## config.mk

```make
export PLATFORM = sky130hd
export DESIGN_NAME = v3au_sqrt
export DESIGN_NICKNAME = d
export VERILOG_FILES = /design/src/rtl/v3au_sqrt.sv
export SDC_FILE = /design/constraint.sdc
export NUM_CORES = 2
export LEC_CHECK = 0
export BUFFER_PORTS_ARGS = -buffer_cell sky130_fd_sc_hd__buf_2
export CORE_ASPECT_RATIO = 1.25
export CORE_MARGIN = 1
export CORE_UTILIZATION = 40
export DETAILED_ROUTE_END_ITERATION = 7
export PLACE_DENSITY_LB_ADDON = 0.2
export SYNTH_ARGS = -nofsm -noshare
export SYNTH_HDL_FRONTEND = slang
export SYNTH_MEMORY_MAX_BITS = 65536
export SYNTH_SLANG_ARGS = --single-unit
```

## constraint.sdc

```tcl
create_clock -name i_clk -period 3.75 [get_ports i_clk]
set_input_delay 0.1875 -clock i_clk [delete_from_list [all_inputs] [get_ports i_clk]]
set_output_delay 0.1875 -clock i_clk [all_outputs]
set_load 0.01 [all_outputs]
```

## src/rtl/v3au_sqrt.sv

```systemverilog
`default_nettype none

module v3au_sqrt #(
    parameter int W = 32
) (
    input  logic             i_clk,
    input  logic             i_en,
    input  logic [2*W-1:0]   i_val,
    output logic [W-1:0]     o_root
);

    localparam int R = W + 2;

    logic [R-1:0]   r_rem  [0:W-1];
    logic [W-1:0]   r_root [0:W-1];
    logic [2*W-1:0] r_x    [0:W-1];

    for (genvar k = 0; k < W; k++) begin : g_stage
        logic [R-1:0]   s_rem;
        logic [W-1:0]   s_root;
        logic [2*W-1:0] s_x;
        logic [R+1:0]   n_try;
        logic [R+1:0]   n_sub;
        logic           n_ge;

        if (k == 0) begin : g_first
            assign s_rem  = '0;
            assign s_root = '0;
            assign s_x    = i_val;
        end else begin : g_next
            assign s_rem  = r_rem[k-1];
            assign s_root = r_root[k-1];
            assign s_x    = r_x[k-1];
        end

        assign n_try = {s_rem, s_x[2*W-1:2*W-2]};
        assign n_sub = (R+2)'({s_root, 2'b01});
        assign n_ge  = (n_try >= n_sub);

        always_ff @(posedge i_clk) begin
            if (i_en) begin
                r_rem[k]  <= n_ge ? R'(n_try - n_sub) : R'(n_try);
                r_root[k] <= {s_root[W-2:0], n_ge};
                r_x[k]    <= {s_x[2*W-3:0], 2'b00};
            end
        end
    end

    assign o_root = r_root[W-1];

endmodule

`default_nettype wire

```

Word-level counts from Yosys, hierarchy flattened
Memories as Yosys holds them, arrays and structs flattened.
Cells that the tools add are included.
Storage, ports and cells
  register bits: 0
  output and inout bits: 32
  bits of input ports: 66
  word-level logic and storage cells: 101
  memories: 3
  memory bits (writable): 4096
Operators by class
  $lt $le $gt $ge: 32
  multiplexer cells: 34
  add/subtract/negate cells: 32
Memory list
  r_x: depth 32, width 62, read ports 31, clocked after Yosys merged registers in 0, wr ports 32, line 16  | logic [2*W-1:0] r_x [0:W-1];
  r_rem: depth 32, width 34, read ports 31, clocked after Yosys merged registers in 0, wr ports 32, line 14  | logic [R-1:0] r_rem [0:W-1];
  r_root: depth 32, width 32, read ports 32, clocked after Yosys merged registers in 0, wr ports 32, line 15  | logic [W-1:0] r_root [0:W-1];
Operators by type and width (count)
  36-bit by 34-bit greater-or-equal comparator with 1-bit output: 31
  34-bit two-way mux: 32
  34-bit subtractor: 31
  2-bit by 1-bit subtractor with 3-bit output, second input constant: 1
  2-bit by 1-bit greater-or-equal comparator with 1-bit output, second input constant: 1
  1-bit two-way mux: 2

Logic depth before layout (Yosys ltp)
An unclocked memory read counts as a cell.
  word-level depth: 3
  mapped depth: 14
  gate-level depth less buffers: 14

Worst setup path before layout
OpenSTA, ideal clock, no wires.
  path kind: register -> register
  from: memory r_rem[10][20] in the netlist's numbering
  to: memory r_rem[11][23] in the netlist's numbering (data pin)
  arrival: 3.362 ns
  cell stages (with the launch flop): 13
  data required time: 3.479 ns
  setup time: 0.271 ns
  path buffers: 2
  period minus slack after synthesis: 3.633 ns
  path slack: 0.117 ns
  cells stage by stage: edfxtp_1 > or4_1 > or3_1 > or4_1 > or3_1 > or3_1 > or3_1 > buf_6 > nand2b_4 > or3_2 > buf_6 > nor4_1 > xor2_1
RTL lines (line)
  from (decl): 14

==> results_dict.tcl <==
set metrics [dict create \
    worstSetupPathType "reg2reg" \
    hold_start "i_val[25]" \
    synth_nets 9586 \
    multi_input_area_sq_mm 0.0378 \
    regArea_sq_mm 0.0758 \
    root_buffer "clkbuf_16" \
    r2r_setup_slack_ns 0.13 \
    post-place-ws_ns 0.0244 \
    overflow 0 \
    endpoint_kind "flip-flop" \
    grtUsageTotal_pct 16.3 \
    synth.area.mux_share_pct 0.804 \
    hpwl_microns 177000 \
    grt_max_degree 145 \
    required_ns 4.34 \
    p_leak_uw 0.0510 \
    die_x_microns 485 \
    reg2regPathDepth 10 \
    skew_ns 0.0513 \
    area_growth_pct 14.5 \
    drive_above_1_share_pct 8.84 \
    synth_top_family_by_area "simple AND/OR/NAND/NOR gates" \
    cts_max_path_buffers 4 \
    reg2reg_from "r_rem[10][20]" \
    synth_top_area_share_pct 65.0 \
    cts_tree "built" \
    fmax_mhz 277 \
    avgViaCountPerCell 5.16 \
    synth_seq_cells 2523 \
    status "completed" \
    worstPathArrival_ns 4.21 \
    numCtsBuffers 279 \
    clock_latency_ns 0.86 \
    slew_viol_final 0 \
    dieArea_sq_mm 0.294 \
    relSlewSlack_pct 32.0 \
    synth_fa_ha_area_share_pct 6.03 \
    hold_path_depth 2 \
    crit_start "r_rem[10][20]" \
    dr.first_iter.drc_count 4619 \
    cts_sinks 2523 \
    critPathLaunchType "flip-flop" \
    tightest_slew_ns 1.01 \
    fp-row-count 221 \
    synth_most_common_cell "edfxtp_1" \
    p_total_uw 81100 \
    peakVddDrop_uv 417 \
    grt_pass1_vias 70600 \
    routed-via-count 69600 \
    r2r_end "r_rem[11][23]" \
    finalCritPeriodShare_pct 96.4 \
    synth_area_leaders "edfxtp_1, ha_1, xor2_1, xnor2_1, a21oi_1" \
    io_pins 98 \
    crit_fanout 8 \
    synthXorXnorAreaFrac_pct 6.37 \
    synth_edf_count 2523 \
    yosysTopAreaCell "edfxtp_1" \
    p_per_area_mw_per_mm2 607 \
    clkSlewWorstSetupHoldPaths_ns 0.06 \
    synth-simple-area-share_pct 9.71 \
    ant_nets 0 \
    synthFlopType "edfxtp_1" \
    grt_pass1_wl_microns 381000 \
    antenna_found_initial 1 \
    finalHoldViolations 0 \
    ys_top_cells_by_count "edfxtp_1, inv_1, nand2_1, a21oi_1, nor2_1" \
    drc 0 \
    synth-async-reset-ratio_pct 0 \
    port-buffer-count 97 \
    gp_congestion 0.875 \
    synth-compound-area-share_pct 9.28 \
    synth_area_sq_mm 0.117 \
    timing.final.ws_setup_ns 0.134 \
    synth_area_per_cell_sq_um 13.0 \
    core-area_sq_mm 0.290 \
    dieHeight_microns 606 \
    fin_tns_setup_ns 0 \
    setup_viol_count_final 0 \
    start_util_pct 40.2 \
    fin_crit_ns 3.62 \
    yosysWarnings 0 \
    min_delay_worst_endpoint "r_x[0][25]" \
    first_pass_iters 6 \
    nFillCells 25800 \
    maxCapViolations 0 \
    post-route-util_pct 46.1 \
    wirelength_microns 242000 \
    syn_inst 8958 \
    cts-htree-levels 5 \
    min_path_type "in2reg" \
    seq_area_frac_synth_pct 65.0 \
    fin_nets 10100 \
    wl_per_cell_microns 18.0 \
    synth_cell_types 86 \
]
[worst max-delay path by stage]
stage,endpoint,slack (ns)
2_1_floorplan,r_rem[11][23],0.12
3_5_place_dp,r_rem[16][10],0.02
6_report,r_rem[11][23],0.13
3_3_place_gp,r_rem[23][31],0.05
4_1_cts,r_rem[16][7],0.006
5_1_grt,r_rem[28][12],-0.01
[final cells by class]
type	instances	area share, %
sequential	2523	56.7
multi-input combinational	5565	28.3
clock buffer	337	5.55
tap	3791	3.55
timing repair buffer	412	2.73
inverter	704	1.98
clock inverter	149	1.17
antenna	2	0.00375
[through the flow]
step                hold slack [ns]  std cells  area, sq um
floorplan                     0.286       8958       117000
global placement              0.364      12900       123000
detailed placement            0.366      12900       123000
CTS                        0.000763      13500       133000
global route                 0.0294      13500       134000
finish                       0.0741      13500       134000
[metal layers]
metal	routed length [microns]	track usage, %	vias to the layer above	part of all wire, %
met1	94000	17.9	33800	39
met4	8440	5.99	0	3.5
li1	-	-	34100	-
met2	132000	31.3	1187	54
met5	0	0	-	0
met3	8020	2.18	468	3.3
[kinds of logic after synthesis]
group           after synthesis
buf+inv                     870
other cells                   1
fa+ha+maj                   562
mux                          85
simple gates               2307
xor+xnor                    848
flops                      2523
compound gates             1762
[registers in the layout, indices dropped and copies added (netlist names)]
signal  flops
r_x       992
r_rem    1003
r_root    528
[repair_timing]
item	CTS	global route
hold buffers	109	0
gates cloned	1	0
pin swaps	1	2
setup endpoints to repair	1	154
setup buffers	0	1
gates resized for setup	2	40
endpoints found under the hold margin	102	0
[cells in the final DEF (no fill, tap or decap), types with 96 or more instances in the layout]
master | synthesis | layout
edfxtp_1 | 2523 | 2523
inv_1 | 701 | 700
nand2_1 | 622 | 620
a21oi_1 | 591 | 589
nor2_1 | 573 | 573
ha_1 | 562 | 562
o21ai_0 | 447 | 439
xor2_1 | 428 | 428
xnor2_1 | 420 | 420
clkbuf_16 | 0 | 289
a21o_1 | 233 | 233
nor3_1 | 210 | 205
buf_4 | 0 | 164
nand3_1 | 142 | 140
dlygate4sd3_1 | 0 | 109
nand2b_1 | 108 | 108
nor4_1 | 107 | 106
or3_1 | 103 | 102
nand4_1 | 97 | 97
o21a_1 | 96 | 96
buf_2 | 11 | 96
[power by group]
part	switching [uW]	total, uW	leakage, uW	internal, uW
Clock	11000	27000	0.00436	16000
Sequential	2400	38100	0.0243	35700
Combinational	9130	16100	0.0223	6930
Total	22500	81100	0.0510	58600
[worst max-delay path, cell delays in order (launching register included)]
cell	delay, ns
edfxtp_1	0.37
or4_1	0.56
or3_1	0.34
or4_1	0.42
or3_1	0.33
or3_1	0.39
or3_4	0.44
nand2b_4	0.08
or3_2	0.20
nor4_1	0.08
xor2_1	0.15
Note: power is estimated with default switching activity, not from simulation.
